## config.mk

```make
export PLATFORM = sky130hd
export DESIGN_NAME = edpd_ram
export DESIGN_NICKNAME = d
export VERILOG_FILES = /design/src/rtl/core/edpd_ram.sv
export SDC_FILE = /design/constraint.sdc
export NUM_CORES = 1
export LEC_CHECK = 0
export ABC_AREA = 0
export BUFFER_PORTS_ARGS = -buffer_cell sky130_fd_sc_hd__buf_2
export CAP_MARGIN = 20
export CORE_AREA = 4 4 262 264
export CTS_CLUSTER_DIAMETER = 50
export CTS_CLUSTER_SIZE = 8
export DETAILED_ROUTE_END_ITERATION = 8
export DIE_AREA = 0 0 266 268
export SLEW_MARGIN = 20
export SYNTH_ARGS = -nofsm -noshare
export SYNTH_HDL_FRONTEND = slang
export SYNTH_SLANG_ARGS = --single-unit
export TNS_END_PERCENT = 5
```

## constraint.sdc

```tcl
create_clock -name clk -period 9.86 [get_ports clk]
set_input_delay 0.986 -clock clk [delete_from_list [all_inputs] [get_ports clk]]
set_output_delay 0.986 -clock clk [all_outputs]
set_load 0.1 [all_outputs]
```

## src/rtl/core/edpd_ram.sv

```systemverilog
module edpd_ram #(
  parameter int WIDTH = 48,
  parameter int DEPTH = 16,
  localparam int AW = (DEPTH > 1) ? $clog2(DEPTH) : 1
) (
  input  logic             clk,
  input  logic             we,
  input  logic [AW-1:0]    waddr,
  input  logic [WIDTH-1:0] wdata,
  input  logic [AW-1:0]    raddr,
  output logic [WIDTH-1:0] rdata
);

  logic [WIDTH-1:0] mem [DEPTH];

  always_ff @(posedge clk) begin
    if (we) begin
      mem[waddr] <= wdata;
    end
    rdata <= mem[raddr];
  end

endmodule

```

==> Implementation_results.wiki <==
{| class="wikitable"
! Metric !! Value
|-
| Post-synth net total || 1300
|-
| Critical path fanouts, max || 112
|-
| Final clock skew || 15.67 ps
|-
| Transition time at the pin with the least slew margin || 1077 ps
|-
| Global-route usage over all layers || 18.36%
|-
| Vias in the first global route || 14260
|-
| Pin count of the biggest net entering global routing || 113
|-
| Max Slew Vio Count || 0
|-
| Number of instances in the synthesized netlist || 1242
|-
| Worst hold stages || 3
|-
| Post-layout minimum cycle time || 2987 ps
|-
| Number of cell rows || 95
|-
| Placer Congestion || 0.6780
|-
| Maximum buffer depth of the clock tree || 3
|-
| Number of buffers inserted for hold repair after clock tree synthesis || 0
|-
| Number of different library cells in the post-synthesis netlist || 17
|-
| Slew HR || 28.17%
|-
| Insertion delay to the later sink of the worst-skew pair || 640 ps
|-
| Count of clock tree sinks || 816
|-
| Status || finished, final reports clean
|-
| Post-Route Setup TNS || 0 ps
|-
| Clock slew at the register clock pins of the worst setup and hold paths || 50 ps
|-
| RSZ-0062 raised after global routing || false
|-
| Horizontal die dimension || 266 um
|-
| Warnings, synthesis || 0
|-
| Number of design rule violations left after detail routing || 0
|-
| Routed wire per std cell || 27.26 um
|-
| Final-layout fill cell count || 5165
|-
| Drt total wl || 64930 um
|-
| Maximum ir drop on the vdd rail || 0.1294 mV
|-
| Category of the worst setup path capture point || register
|-
| Num ports || 106
|-
| Total CTS buffers || 112
|-
| Global-route wire length before repair || 95310 um
|-
| Hold Path Class || register to register
|-
| Number of hold violations in the final report || 0
|-
| Maximum operating frequency || 334.7 MHz
|-
| Seq/Total Area, Yosys || 80.90%
|-
| Reg2reg setup slack || 8510 ps
|-
| Post-synthesis average cell area || 23.91 sq um
|-
| Kind of critical path || input pin to register
|-
| Final number of setup-violating endpoints || 0
|-
| Initial core utilization || 44.61%
|-
| R2r startpoint || mem[11][10]
|-
| Worst path required time || 10380 ps
|-
| Worst EP arrival || 3510 ps
|-
| H-tree Lvls || 3
|-
| Number of buffers added for setup after CTS || 0
|-
| Finished layout cell area || 34620 sq um
|-
| Total overflow reported by the global router || 0
|-
| Area growth from synthesis to layout || 16.60%
|-
| Startpoint types || input pin
|-
| Most frequent standard cell in the layout excluding fill and tap cells || edfxtp_1
|-
| Worst-case reg-to-reg path depth || 3
|-
| Critical register-to-register path endpoint || rdata[10]
|-
| Total number of vias || 13400
|-
| Resized Gates After CTS || 0
|-
| Fraction of final layout cells with drive strength greater than 1 || 30.68%
|-
| Netlist area before placement || 29690 sq um
|-
| P per Cell Area || 228.4 nW/um^2
|-
| Static leakage || 0.01113 uW
|-
| Final cycle utilization of the critical path || 30.30%
|-
| Master cell of the clock root buffer || clkbuf_16
|-
| Net count, final || 1480
|-
| Synthesis-stage register bit count || 816
|-
| Drt pass-1 iters || 8
|-
| Number of DRC markers in iteration 0 || 1136
|-
| Startpoint of the worst hold path || mem[14][22]
|-
| Number of antenna violations at the first check in global routing || 7
|-
| Area of the core || 66560 sq um
|-
| Max-Cap Viols || 0
|-
| Leading cell types by total area after synthesis || edfxtp_1, mux4_2, dfxtp_1
|-
| Total placed instance area || 31340 sq um
|-
| Post-synth top area cell || edfxtp_1
|-
| Commonest cells after routing, fill and taps aside || edfxtp_1, mux4_2, clkbuf_16
|-
| Clock tree from TritonCTS || built
|-
| Hold Crit Endpoint || rdata[22]
|-
| Half-perimeter wire length of the detailed placement result || 28000 um
|-
| Total die area || 71290 sq um
|-
| Die Y-Extent || 268 um
|-
| Routed Antenna Nets || 0
|-
| DR vias/cell || 5.623
|-
| Buffers added on ports || 105
|-
| Fraction of post-synthesis cell area in the top cell type by area || 77.66%
|}
==> critical path, stage by stage <==
cell and delay, ps:
buf_8 240, buf_16 430, buf_12 730, mux4_2 590, a22oi_1 240, nand2_1 80
==> cells by family (layout without fill, tap and decap cells) <==
kind of cell           Yosys count  after routing  share of synthesized area [%]
DFF                            816            816                          80.90
muxes                          192            192                          14.56
AOI/OAI and AO/OA               96             96                          2.427
and+or+nand+nor                 75             75                          1.053
buffers and inverters           63            327                          1.058
other                            0              3                              0
==> cells in the mapped netlist (all sizes together) <==
master	instances
a22oi	96
nand3	1
nor3	4
and2	1
nor2	13
or3b	1
buf	35
nand2b	2
nor2b	2
edfxtp	768
dfxtp	48
nand2	49
mux4	192
clkbuf	28
nand3b	2
==> state kept, by name (all words and copies together), names as in the netlist <==
name,flops
mem,768
rdata,48
==> metrics by stage <==
step / power (uW) / hold slack, ps / cells / worst slack [ps] / utilization (%)
3_3_place_gp: 4466 / 651.0 / 2180 / 6061 / 47.08
6_report: 7907 / 658.9 / 2382 / 6873 / 52.02
5_1_grt: 8188 / 683.8 / 2379 / 6623 / 52.00
3_5_place_dp: 4476 / 653.3 / 2180 / 6078 / 47.08
4_1_cts: 7998 / 662.4 / 2378 / 6764 / 51.96
2_1_floorplan: 4324 / 634.9 / 1242 / 4570 / -
==> power by group <==
part | internal, uW | switching (uW)
clock network | 2180 | 1330
registers | 3890 | 25.3
logic | 134 | 356
==> area by class of cell <==
| cell class | instances | area, sq um | share of cell area [%] |
|---|---|---|---|
| antenna | 3 | 7.507 | 0.02168 |
| clock buffer | 195 | 3231 | 9.331 |
| clock inverter | 3 | 21.27 | 0.06143 |
| multi-input combinational | 363 | 5492 | 15.86 |
| sequential | 816 | 24020 | 69.38 |
| tap | 873 | 1092 | 3.155 |
| timing repair buffer | 129 | 757.0 | 2.186 |
==> metal layers <==
metal | vias up | wire length [um] | GRT usage [%]
li1 | 5692 | - | -
met1 | 7209 | 26900 | 24.97
met2 | 401 | 33070 | 30.93
met3 | 87 | 3939 | 3.598
met4 | 6 | 968 | 4.928
met5 | - | 46 | 0
==> worst max-delay path by stage <==
stage	from	to	slack [ps]	depth (start not counted)
global placement	raddr[0]	rdata[18]	6060	5
floorplan	waddr[2]	mem[0][0]	4570	2
CTS	raddr[0]	rdata[18]	6760	5
detailed placement	raddr[0]	rdata[22]	6080	5
global route	raddr[0]	rdata[14]	6620	6
finish	raddr[0]	rdata[18]	6870	6
No activity file was read; power rests on OpenSTA's default activity.
