**src/rtl/core/edpd_pkg.sv**
```systemverilog
package edpd_pkg;

  // Channel format and derived widths.
  localparam int COLOR_BITS    = 16;
  localparam int ERR_W         = COLOR_BITS + 1;
  localparam int LANES         = 3;
  localparam int PALETTE_DEPTH = 16;
  localparam int IDX_W         = $clog2(PALETTE_DEPTH);

  // Configuration registers.
  localparam int COUNT_W     = 5;
  localparam int INTENSITY_W = 9;
  localparam int CFG_INDEX_W = 1;
  localparam int CFG_DATA_W  = 9;

  localparam logic [CFG_INDEX_W-1:0] REG_COLOR_COUNT = 1'd0;
  localparam logic [CFG_INDEX_W-1:0] REG_INTENSITY   = 1'd1;

  localparam logic [COUNT_W-1:0]     COLOR_COUNT_RST = 5'd16;
  localparam logic [INTENSITY_W-1:0] INTENSITY_RST   = 9'd192;

  // Command codes.
  localparam logic CMD_PAL_WRITE = 1'b0;
  localparam logic CMD_DITHER    = 1'b1;

  // Tap weights, round(65536 / (k + 1)) with halves rounded up.
  localparam int WEIGHT_W  = 17;
  localparam int TAP_SEL_W = 4;

  typedef logic signed [COLOR_BITS-1:0] color_t;
  typedef logic signed [ERR_W-1:0]      err_t;

  typedef struct packed {
    logic             cmd;
    logic             frame_start;
    logic [IDX_W-1:0] entry_index;
    color_t           chan_l;
    color_t           chan_a;
    color_t           chan_b;
  } edpd_pixel_t;

  typedef struct packed {
    logic [IDX_W-1:0] color_index;
    color_t           out_l;
    color_t           out_a;
    color_t           out_b;
  } edpd_result_t;

  typedef struct packed {
    logic clear;
    logic push;
  } hist_ctl_t;

  function automatic logic [WEIGHT_W-1:0] tap_weight(input logic [TAP_SEL_W-1:0] k);
    logic [WEIGHT_W-1:0] w;
    case (k)
      4'd0:    w = 17'd65536;
      4'd1:    w = 17'd32768;
      4'd2:    w = 17'd21845;
      4'd3:    w = 17'd16384;
      4'd4:    w = 17'd13107;
      4'd5:    w = 17'd10923;
      4'd6:    w = 17'd9362;
      4'd7:    w = 17'd8192;
      4'd8:    w = 17'd7282;
      4'd9:    w = 17'd6554;
      4'd10:   w = 17'd5958;
      4'd11:   w = 17'd5461;
      4'd12:   w = 17'd5041;
      4'd13:   w = 17'd4681;
      4'd14:   w = 17'd4369;
      4'd15:   w = 17'd4096;
      default: w = '0;
    endcase
    return w;
  endfunction

endpackage

```
**src/rtl/core/edpd_mac.sv**
```systemverilog
module edpd_mac import edpd_pkg::*; #(
  parameter int W = 21
) (
  input  logic                  clk,
  input  logic signed [W-1:0]   op_a [LANES],
  input  logic signed [W-1:0]   op_b [LANES],
  output logic signed [2*W-1:0] prod [LANES]
);

  // One registered multiplier per colour channel, shared by every phase.
  always_ff @(posedge clk) begin
    for (int c = 0; c < LANES; c++) begin
      prod[c] <= op_a[c] * op_b[c];
    end
  end

endmodule

```
**config.mk**
```make
export PLATFORM = sky130hd
export DESIGN_NAME = edpd_mac
export DESIGN_NICKNAME = d
export VERILOG_FILES = /design/src/rtl/core/edpd_pkg.sv /design/src/rtl/core/edpd_mac.sv
export SDC_FILE = /design/constraint.sdc
export NUM_CORES = 2
export LEC_CHECK = 0
export BUFFER_PORTS_ARGS = -buffer_cell sky130_fd_sc_hd__buf_2
export CAP_MARGIN = 40
export CORE_MARGIN = 2
export CORE_UTILIZATION = 30
export DETAILED_ROUTE_END_ITERATION = 7
export GPL_ROUTABILITY_DRIVEN = 0
export SLEW_MARGIN = 20
export SYNTH_ARGS = -nofsm -noshare
export SYNTH_HDL_FRONTEND = slang
export SYNTH_SLANG_ARGS = --single-unit
```
**constraint.sdc**
```tcl
create_clock -name clk -period 11.7 [get_ports clk]
set_input_delay 1.17 -clock clk [delete_from_list [all_inputs] [get_ports clk]]
set_output_delay 1.17 -clock clk [all_outputs]
set_load 0.02 [all_outputs]
```
==> results.md <==
- Worst hold path cell count: 2
- Worst Setup EP: prod[82]
- Worst Hold Class: input port to flip-flop
- Via Count: 35800
- Drt via density: 4.56
- Initial antenna violation count: 26
- Layout area overhead: 7.32%
- Clock sinks: 126
- Die area: 175000 µm²
- Least-Margin Pin Slew: 0.783 ns
- Slowest CP cell: fa_1
- Period minus WS final: 8.31 ns
- Slew HR: 47.5%
- Reg clk slew, reported paths: 0.09 ns
- CTS buffer count: 17
- MaxCap Viol Count: 0
- Hold Buf Count CTS: 0
- CP dominant cell by count: fa_1
- CTS resizes: 0
- Mux cell area share after synthesis: 0%
- Initial Util: 30.1%
- Multi-input logic area: 42500 µm²
- # IOs: 253
- Yosys reg bits: 126
- Tot GR Track Use: 16.4%
- DRC viols: 0
- Routed len/inst: 17.1 µm
- Drt first pass iters: 5
- Status: completed
- Largest net degree at the start of global routing: 22
- Distinct cells, synth: 57
- Sequential cell area: 2520 µm²
- CP Capture Type: flip-flop
- CP Launch Type: input port
- DIE WIDTH: 419 µm
- Max Fclk: 0.120 GHz
- CTS Root Cell: clkbuf_16
- Number of port buffers: 252
- Final Hold Fails: 0
- EDFF count, synth: 0
- Slew Viols, Final: 0
- Max clock buf depth: 2
- Post-route ant nets: 0
- Critical path arrival: 8.74 ns
- Critical Setup Path Class: input port to flip-flop
- CP peak stage delay: 0.73 ns
- Number of flip-flops under the largest register name: 126
- Seq/Total Area, Yosys: 4.89%
- Setup TNS: 0 ns
- Layout cells sized above 1: 5.51%
- Worst-path fanout max: 21
- Min-Delay Startpoint: op_b[0]
- Biggest register: prod
- Tcrit/Tclk final: 71.1%
- # rows: 152
- Crit-path cells: buf_2 -> nand2_1 -> fa_1 -> fa_1 -> inv_1 -> fa_1 -> inv_1 -> fa_1 -> inv_1 -> fa_1 -> inv_1 -> fa_1 -> fa_1 -> inv_1 -> ha_1 -> a21o_1 -> a21oi_1 -> o2111ai_1 -> a211oi_1 -> a311oi_1 -> a211oi_1 -> o21bai_1 -> xor2_1
- Simple-gate portion of the synthesized area: 14.6%
- Ys flop type: dfxtp_1
- Main combinational cell family by area after synthesis: adder cells
- Critical Path Start: op_b[24]
- DRT iter0 DRCs: 1896
- Synthesized area: 51600 µm²
- Chip Height: 419 µm
- Ys async rst share: 0%
- Vias in the first global route: 40800
- Hpwl dp: 111 mm
- CP required: 12.12 ns
- Layout Nets: 7435
- Post-CTS Setup Bufs: 0
- RSZ-0062 raised after global routing: no
- Syn_area_per_cell: 9.25 µm²
- Setup Viol. Count Final: 0
- First-pass GRT wire length: 224 mm
- Synth warn: 0
- Post-Route WL: 135 mm
- FILL cells: 17700
- TritonCTS clock tree: yes
- Post-Synthesis Cells: 5579
- Top Registers: prod: 126 flops
- Placeable Area: 171000 µm²
- Remaining Overflow, GRT: 0
- H-tree depth: 4
- Synth Area in Adders: 61.5%
- Syn nets: 7416
- Xor and xnor fraction of the mapped netlist area: 2.22%
- Post-synthesis compound-gate area fraction: 4.03%
layer usage:
layer	global-route usage, %	part of all wire [%]	vias to the layer above
met5	0	0.071	-
met1	19.9	40	18700
met4	7.16	4.5	16
li1	-	-	16000
met3	2.88	5.1	262
met2	28.2	50	883
area by class of cell:
cell class	instances	area share, %
Timing Repair Buffer	260	2.45
Antenna cell	13	0.0587
Multi-Input combinational cell	3694	76.7
Clock inverter	14	0.237
Sequential cell	126	4.55
Tap cell	2233	5.05
Inverter	1499	10.2
Clock buffer	18	0.793
layout by cell type, fill, tap and decap left out, drive strengths merged, types with 3 or more instances in the layout:
master    synthesis  final
a2111oi           4      4
a211o             6      6
a211oi           26     26
a21boi            3      3
a21o             50     50
a21oi            93     93
a311oi            3      3
a31o              7      7
a31oi            12     12
and2            588    588
and3             14     14
and4              6      6
buf               4    259
clkbuf          256     19
clkinv            2      6
clkinvlp          0      3
dfxtp           126    126
diode             0     13
fa             1377   1377
ha              333    333
inv            1497   1503
nand2           729    729
nand2b           28     28
nand3            16     16
nand4            12     12
nor2            102    102
nor2b             6      6
nor3             21     21
o2111ai           3      3
o211ai            6      6
o21a             14     14
o21ai            55     55
o21bai           16     16
or3               6      6
xnor2            98     98
xor2             33     33
through the flow:
| step | hold slack (ns) | utilization, % | cells | worst slack (ns) | area, µm² |
|---|---|---|---|---|---|
| after detailed placement | 1.58 | 32.0 | 7809 | 2.94 | 54700 |
| after global routing | 1.10 | 32.4 | 7856 | 3.11 | 55400 |
| after CTS | 1.06 | 32.3 | 7841 | 3.54 | 55300 |
| after global placement | 1.59 | 32.0 | 7808 | 2.96 | 54700 |
| final | 1.13 | 32.4 | 7857 | 3.39 | 55400 |
| after floorplan | 1.29 | - | 5579 | 4.13 | 51600 |
cells in the mapped netlist (7+ instances only):
library cell	number	area share (%)
and3_1	14	0.17
a31o_2	7	0.12
o21ai_0	53	0.51
and2_1	588	7.1
a211oi_1	22	0.32
nor3_1	21	0.20
fa_1	1377	53
ha_1	333	8.1
nand4_1	12	0.15
xor2_1	33	0.56
a31oi_1	12	0.15
nand2_1	729	5.3
dfxtp_1	126	4.9
o21bai_1	16	0.23
nand3_1	16	0.16
nor2_1	102	0.74
o21a_1	14	0.20
xnor2_1	98	1.7
a21o_1	50	0.73
a21oi_1	93	0.90
clkbuf_1	256	1.9
inv_1	1497	11
nand2b_1	28	0.34
worst max-delay path: cells and delay by family:
family,cells,cell delay [ns]
adders and majority gates,8,4.34
and+or+nand+nor,1,0.23
buffers and inverters,6,0.91
AOI/OAI and AO/OA,7,1.91
xor gates and xnor gates,1,0.14
worst min path at each step:
stage                     endpoint  slack [ns]
after floorplan           prod[42]        1.29
after global placement    prod[45]        1.59
after detailed placement  prod[43]        1.58
after CTS                  prod[0]        1.06
after global routing       prod[0]        1.10
final                      prod[0]        1.13
logic make-up after synthesis:
logic type,Yosys count
buffers and inverters,1759
XOR/XNOR,131
AO/OA/AOI/OAI,317
AND/OR/NAND/NOR,1536
flip-flops,126
adder cells (fa/ha/maj),1710
Power is not shown: default switching activity piles up to over one toggle a cycle in this logic, so the estimate is an artifact.
