==> config.mk <==
export PLATFORM = sky130hd
export DESIGN_NAME = edpd_hist
export DESIGN_NICKNAME = d
export VERILOG_FILES = /design/src/rtl/core/edpd_pkg.sv /design/src/rtl/core/edpd_hist.sv
export SDC_FILE = /design/constraint.sdc
export NUM_CORES = 1
export LEC_CHECK = 0
export ABC_CLOCK_PERIOD_IN_PS = 14400
export BUFFER_PORTS_ARGS = -buffer_cell sky130_fd_sc_hd__buf_2
export CAP_MARGIN = 20
export CORE_ASPECT_RATIO = 1.1
export CORE_MARGIN = 4
export CORE_UTILIZATION = 25
export DETAILED_ROUTE_END_ITERATION = 8
export GPL_ROUTABILITY_DRIVEN = 0
export PLACE_DENSITY = 0.47
export SYNTH_ARGS = -nofsm -noshare
export SYNTH_HDL_FRONTEND = slang
export SYNTH_SLANG_ARGS = --single-unit
==> constraint.sdc <==
create_clock -name clk -period 14.4 [get_ports clk]
set_clock_uncertainty 0.2 [all_clocks]
set_input_delay 2.16 -clock clk [delete_from_list [all_inputs] [get_ports clk]]
set_output_delay 2.16 -clock clk [all_outputs]
set_load 0.02 [all_outputs]
==> src/rtl/core/edpd_pkg.sv <==
package edpd_pkg;

  // Channel format and derived widths.
  localparam int COLOR_BITS    = 16;
  localparam int ERR_W         = COLOR_BITS + 1;
  localparam int LANES         = 3;
  localparam int PALETTE_DEPTH = 16;
  localparam int IDX_W         = $clog2(PALETTE_DEPTH);

  // Configuration registers.
  localparam int COUNT_W     = 5;
  localparam int INTENSITY_W = 9;
  localparam int CFG_INDEX_W = 1;
  localparam int CFG_DATA_W  = 9;

  localparam logic [CFG_INDEX_W-1:0] REG_COLOR_COUNT = 1'd0;
  localparam logic [CFG_INDEX_W-1:0] REG_INTENSITY   = 1'd1;

  localparam logic [COUNT_W-1:0]     COLOR_COUNT_RST = 5'd16;
  localparam logic [INTENSITY_W-1:0] INTENSITY_RST   = 9'd192;

  // Command codes.
  localparam logic CMD_PAL_WRITE = 1'b0;
  localparam logic CMD_DITHER    = 1'b1;

  // Tap weights, round(65536 / (k + 1)) with halves rounded up.
  localparam int WEIGHT_W  = 17;
  localparam int TAP_SEL_W = 4;

  typedef logic signed [COLOR_BITS-1:0] color_t;
  typedef logic signed [ERR_W-1:0]      err_t;

  typedef struct packed {
    logic             cmd;
    logic             frame_start;
    logic [IDX_W-1:0] entry_index;
    color_t           chan_l;
    color_t           chan_a;
    color_t           chan_b;
  } edpd_pixel_t;

  typedef struct packed {
    logic [IDX_W-1:0] color_index;
    color_t           out_l;
    color_t           out_a;
    color_t           out_b;
  } edpd_result_t;

  typedef struct packed {
    logic clear;
    logic push;
  } hist_ctl_t;

  function automatic logic [WEIGHT_W-1:0] tap_weight(input logic [TAP_SEL_W-1:0] k);
    logic [WEIGHT_W-1:0] w;
    case (k)
      4'd0:    w = 17'd65536;
      4'd1:    w = 17'd32768;
      4'd2:    w = 17'd21845;
      4'd3:    w = 17'd16384;
      4'd4:    w = 17'd13107;
      4'd5:    w = 17'd10923;
      4'd6:    w = 17'd9362;
      4'd7:    w = 17'd8192;
      4'd8:    w = 17'd7282;
      4'd9:    w = 17'd6554;
      4'd10:   w = 17'd5958;
      4'd11:   w = 17'd5461;
      4'd12:   w = 17'd5041;
      4'd13:   w = 17'd4681;
      4'd14:   w = 17'd4369;
      4'd15:   w = 17'd4096;
      default: w = '0;
    endcase
    return w;
  endfunction

endpackage

==> src/rtl/core/edpd_hist.sv <==
module edpd_hist import edpd_pkg::*; #(
  parameter int TAPS = 7,
  localparam int SEL_W = (TAPS > 1) ? $clog2(TAPS) : 1
) (
  input  logic             clk,
  input  logic             rst,
  input  hist_ctl_t        ctl,
  input  err_t             push_err [LANES],
  input  logic [SEL_W-1:0] sel,
  output err_t             tap_err [LANES]
);

  err_t hist [TAPS][LANES];

  // Newest error sits in entry zero; older ones move up one place per push.
  always_ff @(posedge clk) begin
    if (rst || ctl.clear) begin
      for (int k = 0; k < TAPS; k++) begin
        for (int c = 0; c < LANES; c++) begin
          hist[k][c] <= '0;
        end
      end
    end else if (ctl.push) begin
      for (int k = TAPS - 1; k > 0; k--) begin
        hist[k] <= hist[k-1];
      end
      hist[0] <= push_err;
    end
  end

  always_comb begin
    for (int c = 0; c < LANES; c++) begin
      tap_err[c] = hist[sel][c];
    end
  end

endmodule
==> results of run 1 <==
-- where the power goes --
group / internal [mW] / switching (mW) / leakage, nW
Sequential: 1.19 / 0.0216 / 4.15
Combinational: 0.0623 / 0.104 / 2.92
Clock: 0.595 / 0.443 / 0.643
Total: 1.85 / 0.568 / 7.72
-- critical path, delay by kind of cell --
| family | cells | cell delay (ns) |
|---|---|---|
| AOI/OAI and AO/OA | 1 | 0.33 |
| buffers and inverters | 3 | 1.58 |
| muxes | 1 | 0.19 |
-- cells by family after synthesis --
kind of cell           count (synthesis)  synth area share
AOI/OAI and AO/OA                    102            0.0619
buffers and inverters                 86            0.0320
DFF                                  357             0.644
muxes                                153             0.106
and+or+nand+nor                      412             0.156
-- cells in the final DEF (no fill, tap or decap), types with 2 or more instances in the layout --
master	synthesis	routed
and2_1	357	357
buf_2	9	105
buf_4	10	12
bufinv_16	0	2
clkbuf_1	16	7
clkbuf_16	0	44
clkinv_1	0	11
clkinv_2	0	8
clkinvlp_4	0	3
edfxtp_1	357	357
mux2_1	3	3
mux2_4	47	47
mux2i_1	102	102
nand2b_1	48	47
o211ai_1	17	17
o211ai_2	34	34
o221ai_1	46	46
o221ai_2	5	5
or2b_1	4	4
-- path summary, 6_finish.rpt --
path                 end  depth (start not counted)
max          tap_err[47]                          5
min          hist[6][25]                          1
max reg2reg   hist[1][0]                          1
min reg2reg  hist[6][25]                          1
-- stage by stage --
stage	util	hold slack, ns	cell area, um^2	setup WS [ns]	power, mW
finish	0.293	0.345	19200	7.66	2.41
global route	0.293	0.363	19200	7.46	2.52
CTS	0.293	0.345	19200	7.61	2.46
detailed placement	0.273	0.333	17800	7.61	1.40
global placement	0.273	0.323	17800	7.61	1.40
floorplan	-	0.316	16600	3.69	1.35
-- layout make-up --
type                            count  area, um^2
Clock buffer                       51        1130
Clock inverter                     27         198
Tap cell                          850        1060
Sequential cell                   357       10700
Multi-Input combinational cell    667        5410
Timing Repair Buffer              119         651
Fill cell                        6670       46300
-- per-layer routing --
layer / up-vias / GRT usage / routed length (um)
met3: 57 / 0.0224 / 1570
met1: 4440 / 0.145 / 17800
met4: 0 / 0.0273 / 782
met5: - / 0 / 0
met2: 161 / 0.152 / 16100
li1: 4224 / - / -
==> metrics, run 1 <==
Post-Layout Cell Count 2071; Routed Antenna Nets 0; global route total overflow 0; clock root buffer clkbuf_16; slowest cell delay on critical path between 0.8 and 0.9 ns; chip width 254 um; post-synthesis cell count 1110; Synth area leader edfxtp_1; area fraction of the dominant cell type after synthesis 0.644; detailed placement HPWL 19.1 mm; I/O pins roughly 110; Top Registers hist (357); vias in the first global route between 9000 and 10000; highest clock rate around 0.15 GHz; via-per-instance ratio between 4 and 5; MaxCap Viol Count 0; Setup crit start kind primary input; Pre-antenna DRT Iters 4; Die Span Y between 200 and 300 um; syn_area_per_cell between 10 and 15 um^2; total of warnings raised by yosys 0; Top reg by flops hist; Num CTS Buffers 43; Crit Path Max Fanout 72; post-cts sizing count 0; max reg flops 357; Commonest cells post-synth and2_1, edfxtp_1, mux2i_1; Top FF cell, synth edfxtp_1; FF-to-FF Start hist[0][0]; CP arrival 4.38 ns; Tcrit/Tclk final 0.468; PwrDens approximately 130 nW/um^2; starting density of the core 0.254; worst-margin pin slew around 1.1 ns; CTS tree yes; Die Area just over 70000 um^2; Slew Viols, Final 0; clk slew on worst S/H paths around 0.060 ns; crit path capture type primary output; Area growth syn-to-layout 15.2%; Slew HR 0.290; ratio of cells with drive above 1 in the final layout 0.221; depth of the CTS H-tree 2; Worst Hold Launch hist[5][25]; initial antenna violation count 1; placed cells between 1500 and 2000; Final TNS setup 0 ns; critical-path cell list buf_8 -> buf_4 -> mux2i_1 -> o221ai_1 -> buf_2; first-pass GRT wire length ~56 mm; CTS sink cnt roughly 360; Port Buf Inserts 108; Routed WL per cell roughly 18 um; final setup vio count 0; Tmin final 6.74 ns; DRT Wirelength roughly 36 mm; Mapped Area roughly 17000 um^2; Post-synth ARST share 0; hold buffer count at CTS 0; synth unique cells 21; Initial DRC Count 609; RSZ-0062 raised after global routing false; Clk Latency, worst-skew pair around 0.56 ns; outcome finished, final reports clean; CTS max path bufs 3; Setup Buffers After CTS 0; Worst Hold Class flop to flop; Worst Setup SP sel[2]; R2R setup slack between 10 and 15 ns; number of synthesized flops with an enable pin between 300 and 400; slowest cell on the critical path buf_4; row cnt 98; WP data required 12.04 ns; n_diodes 0; pin count of the biggest net entering global routing around 250; DRC errors left 0; Core ar. roughly 65000 um^2; vias 8882; Setup CP Type primary input to primary output; GR Util All Layers 0.100; Max rail drop VDD roughly 0.000064 V; Leak 7.72 nW; post-synthesis sequential area ratio 0.644; Fin. Hold Viols 0; nets around 1200; #FFs+latches synth between 300 and 400; synth top area cells edfxtp_1, and2_1, mux2i_1; syn nets about 1200
No activity file was read; power rests on OpenSTA's default activity.
==> run 2, diff against run 1 <==
- ABC_CLOCK_PERIOD_IN_PS: 14400 -> 5960
- PLACE_DENSITY: 0.47 -> 0.48
- clock period: 14.4 -> 5.96 ns (I/O delays scaled with it)
==> run 2 against run 1 <==
Against the previous run: routed wire length is 1.4% higher; sequential share of layout area is 0.28 points lower; global-route usage increased by 0.23 points; combinational power grew 150%; worst setup slack worse by 5.5 ns; utilization is 0.15 points higher; worst hold slack worse by 0.0018 ns.
==> metrics, run 2 (synthesis results as in run 1) <==
outcome finished, final reports clean; n_diodes 0 (unchanged); Min-Delay Path Depth 1 (unchanged); CP arrival 2.76 ns (-1.62 ns); Clock Power Share 0.439 (+0.009); Routed Antenna Nets 0 (unchanged); depth of the CTS H-tree 2 (unchanged); Comb power frac 0.068 (about the same); chip width 254 um (unchanged); CTS tree yes; R2R setup slack 4.90 ns (-8.44 ns); post-cts sizing count 0 (unchanged); Slew HR 0.320 (+0.0298); Area growth syn-to-layout 15.8%; Setup Buffers After CTS 0 (unchanged); Slew Viols, Final 0 (unchanged); Worst Hold Launch hist[5][30]; Die Span Y 279 um (unchanged); Fin. Hold Viols 0 (unchanged); Worst Hold Class flop to flop; GRT busiest layer met2; RSZ-0062 raised after global routing false; highest clock rate ~0.26 GHz; Final TNS setup 0 ns (unchanged); Clk Latency, worst-skew pair 0.57 ns (about the same); placed cells 1994 (+0.050%); P_sw 1.37 mW (+140%); first-pass GRT wire length 57.2 mm (+1.6%); nets 1247 (+0.080%); DRC errors left 0 (unchanged); Crit Path Max Fanout 67 (-6.9%); Core ar. 65500 um^2 (unchanged); Max rail drop VDD 0.000183 V (+190%); CTS sink cnt 357 (unchanged); hold buffer count at CTS 0 (unchanged); Port Buf Inserts 108 (unchanged); vias in the first global route 9270 (+0.65%); Top Registers hist (357); DRT Wirelength 36.8 mm (+1.4%); Die Area 70800 um^2 (unchanged); GRT met3 Usage 0.0233 (+0.000838); Hold EP hist[6][30]; R2R depth 1 (unchanged); global route total overflow 0 (unchanged); Pint 4.57 mW (+150%); detailed placement HPWL 19.9 mm (+3.8%); clk slew on worst S/H paths 0.06 ns (about the same); Leak 7.75 nW (+0.39%); Pre-antenna DRT Iters 4 (unchanged); Layout Cell Area excl Fill 19300 um^2 (+0.51%); Sw Ratio 0.231 (-0.00449); Placement Cell Area 17900 um^2 (+0.32%); Worst R2R End hist[1][47]; final setup vio count 0 (unchanged); Sequential Power Share 0.493 (-0.008); I/O pins 109 (unchanged); pin count of the biggest net entering global routing 214 (-14%); max reg flops 357 (unchanged); Post-Layout Cell Count 2072 (+0.048%); initial antenna violation count 0 (-1); Initial DRC Count 727 (+19%); ratio of cells with drive above 1 in the final layout 0.217 (-0.00427); Routed WL per cell 17.8 um (+1.3%); MaxCap Viol Count 0 (unchanged); CTS max path bufs 3 (unchanged); vias 8940 (+0.65%); FF-to-FF Start hist[0][47]; Num CTS Buffers 43 (unchanged); PwrDens 308 nW/um^2 (+140%); Setup crit start kind primary input; via-per-instance ratio 4.31 (+0.60%); clock root buffer clkbuf_16; worst-margin pin slew 1.02 ns (-0.0447 ns); Top reg by flops hist; row cnt 98 (unchanged); starting density of the core 0.254 (unchanged); GR Util All Layers 0.103 (+0.00226); GRT met2 Usage 0.156 (+0.00360); Tmin final ~3.9 ns; Tcrit/Tclk final 0.646; WP data required 4.87 ns (-7.17 ns); Setup CP Type primary input to primary output; most frequent cells in the layout and2_1, edfxtp_1, buf_2; met1 usage 0.148 (+0.00304); crit path capture type primary output
-- run 2: cell count changes in the layout (fill, tap and decap cells not counted) --
cell       before  now
clkinv_1       11   13
buf_12          1    5
clkinv_4        1    0
clkbuf_1        7   11
clkbuf_16      44   43
inv_6           1    3
clkinv_8        1    0
bufinv_16       2    5
clkinv_2        8    0
buf_4          12    9
-- run 2: worst max-delay path: stages --
cell	delay, ns
buf_8	0.46
buf_4	0.46
or2b_1	0.26
o211ai_1	0.10
o221ai_1	0.22
buf_2	0.26
-- run 2: how the worst max path moves through the flow --
stage	from	to	slack, ns	cells past startpoint
finish	sel[2]	tap_err[34]	2.11	6
global route	sel[2]	tap_err[34]	1.99	6
CTS	sel[1]	tap_err[12]	2.08	4
detailed placement	sel[1]	tap_err[12]	2.08	4
global placement	sel[0]	tap_err[49]	2.08	6
floorplan	ctl[1]	hist[0][0]	0.15	1
-- run 2: through the flow --
stage	utilization	power [mW]	hold slack (ns)	setup WS [ns]
2_1_floorplan	-	3.26	0.316	0.151
3_3_place_gp	0.273	3.40	0.327	2.08
3_5_place_dp	0.273	3.40	0.334	2.08
4_1_cts	0.294	6.06	0.338	2.08
5_1_grt	0.294	6.19	0.357	1.99
6_report	0.294	5.94	0.343	2.11
-- run 2: cell type report --
class                           instances  area (um^2)
Timing Repair Buffer                  120          708
Tap cell                              850         1060
Multi-Input combinational cell        667         5410
Clock inverter                         24          248
Clock buffer                           54         1120
Sequential cell                       357        10700
Fill cell                            6637        46200
-- run 2: per-layer routing --
metal	share of wire	vias up	wire length [um]
met5	0	-	0
met4	0.019	0	708
met3	0.043	54	1580
met2	0.44	147	16400
met1	0.49	4508	18200
li1	-	4231	-
-- run 2: power by group through the flow --
stage	clock [mW]	sequential, mW	combinational, mW
after CTS	2.71	2.93	0.420
after detailed placement	0	2.98	0.419
final	2.61	2.93	0.407
after floorplan	0	2.97	0.293
after global routing	2.81	2.94	0.446
after global placement	0	2.98	0.418
==> run 3, diff against run 2 <==
- ABC_CLOCK_PERIOD_IN_PS: 5960 -> 3700
- PLACE_DENSITY: 0.48 -> 0.47
- clock period: 5.96 -> 3.7 ns (I/O delays scaled with it)
==> run 3 against run 2 <==
Against the previous run: non-clock buffer count rose by 18; final cell count is 1.1% higher; sequential power rose by 61%; register-to-register slack got worse by 2.2 ns; via count grew 0.83%; utilization increased by 0.30 points.
==> metrics, run 3 (synthesis results as in run 1) <==
Final TNS setup 0 ns (unchanged); row cnt 98 (unchanged); Setup CP Type primary input to primary output; Leak 7.86 nW (+1.5%); ratio of cells with drive above 1 in the final layout 0.232 (+0.0155); I/O pins 109 (unchanged); MaxCap Viol Count 0 (unchanged); Tmin final approximately 2.9 ns; pin count of the biggest net entering global routing 131 (-39%); Area growth syn-to-layout 17.0%; chip width 254 um (unchanged); critical-path cell list buf_4 -> buf_4 -> mux2_2 -> o211ai_1 -> o221ai_1 -> buf_2; Slew HR 0.394 (+0.0737); hold buffer count at CTS 0 (unchanged); Top reg by flops hist; Tcrit/Tclk final 0.773; n_diodes 0 (unchanged); PwrDens 491 nW/um^2 (+59%); GR Util All Layers 0.101 (-0.00153); worst-margin pin slew 0.909 ns (-0.111 ns); Port Buf Inserts 108 (unchanged); DRT Wirelength 36.2 mm (-1.7%); Setup crit start kind primary input; final setup vio count 0 (unchanged); slowest cell delay on critical path 0.47 ns (about the same); DRC errors left 0 (unchanged); initial antenna violation count 1 (+1); global route total overflow 0 (unchanged); Core ar. 65500 um^2 (unchanged); Crit path top cell by count buf_4; CP arrival 2.10 ns (-0.66 ns); Initial DRC Count 501 (-31%); Fin. Hold Viols 0 (unchanged); via-per-instance ratio 4.30 (-0.23%); slowest cell on the critical path buf_4; highest clock rate 0.350 GHz; first-pass GRT wire length 56.7 mm (-0.90%); Slew Viols, Final 0 (unchanged); post-cts sizing count 0 (unchanged); WP data required 2.94 ns (-1.93 ns); clock root buffer clkbuf_16; R2R setup slack 2.67 ns (-2.23 ns); CTS max path bufs 3 (unchanged); max reg flops 357 (unchanged); detailed placement HPWL 20.0 mm (+0.56%); Die Span Y 279 um (unchanged); Worst Hold Class primary input to flop; Crit Path Max Fanout 22 (-67%); Pre-antenna DRT Iters 5 (+1); outcome finished, final reports clean; Die Area 70800 um^2 (unchanged); Num CTS Buffers 45 (+4.7%); CTS sink cnt 357 (unchanged); depth of the CTS H-tree 2 (unchanged); CTS tree yes; nets 1267 (+1.6%); most frequent cells in the layout and2_1, edfxtp_1, buf_2; Clk Latency, worst-skew pair 0.57 ns (about the same); WHS 0.0577 ns (-0.285 ns); starting density of the core 0.254 (unchanged); vias 9014 (+0.83%); vias in the first global route 9469 (+2.1%); Setup Buffers After CTS 0 (unchanged); Routed WL per cell 17.3 um (-2.7%); Max rail drop VDD 0.000228 V (+25%); clk slew on worst S/H paths 0.05 ns (about the same); Routed Antenna Nets 0 (unchanged); RSZ-0062 raised after global routing false; Top Registers hist (357); crit path capture type primary output
[run 3: cell count changes in the layout (fill, tap and decap cells not counted), sizes merged]
cell	delta
buf	+18
bufinv	-2
clkbuf	+4
clkinv	+2
clkinvlp	+1
inv	-1
[run 3: report_power, final]
group / internal (mW) / total [mW] / switching [mW]
registers: 4.63 / 4.71 / 0.0827
clock network: 2.45 / 4.18 / 1.73
logic: 0.262 / 0.674 / 0.411
[run 3: path summary, 6_finish.rpt]
path                 from     endpoint  depth (start not counted)
max                sel[0]  tap_err[49]                          6
min          push_err[16]  hist[0][16]                          2
max reg2reg   hist[1][10]  hist[2][10]                          1
min reg2reg    hist[4][4]   hist[5][4]                          1
[run 3: layout make-up]
type                       instances  area (um^2)
timing repair buffer             138          893
sequential                       357        10700
fill                            6686        46000
tap                              850         1060
clock inverter                    24          201
clock buffer                      58         1170
multi-input combinational        667         5410
[run 3: metal layers]
layer | GRT usage | share of wire
met2 | 0.151 | 0.43
met4 | 0.0342 | 0.025
met3 | 0.0197 | 0.038
met5 | 0 | 0
met1 | 0.147 | 0.50
[run 3: metrics by stage]
step	util	total power [mW]	std cells	cell area (um^2)	setup WS (ns)
final	0.297	9.57	2094	19500	0.841
after global routing	0.297	9.99	2094	19500	0.727
after CTS	0.297	9.75	2094	19500	0.834
after detailed placement	0.276	5.48	2012	18100	0.835
after global placement	0.276	5.48	2012	18100	0.831
after floorplan	-	5.24	1110	16600	-0.00726
[run 3: worst max-delay path: cells and delay by family]
family	cells	cell delay, ns
compound gates	2	0.32
mux	1	0.39
buf+inv	3	0.82
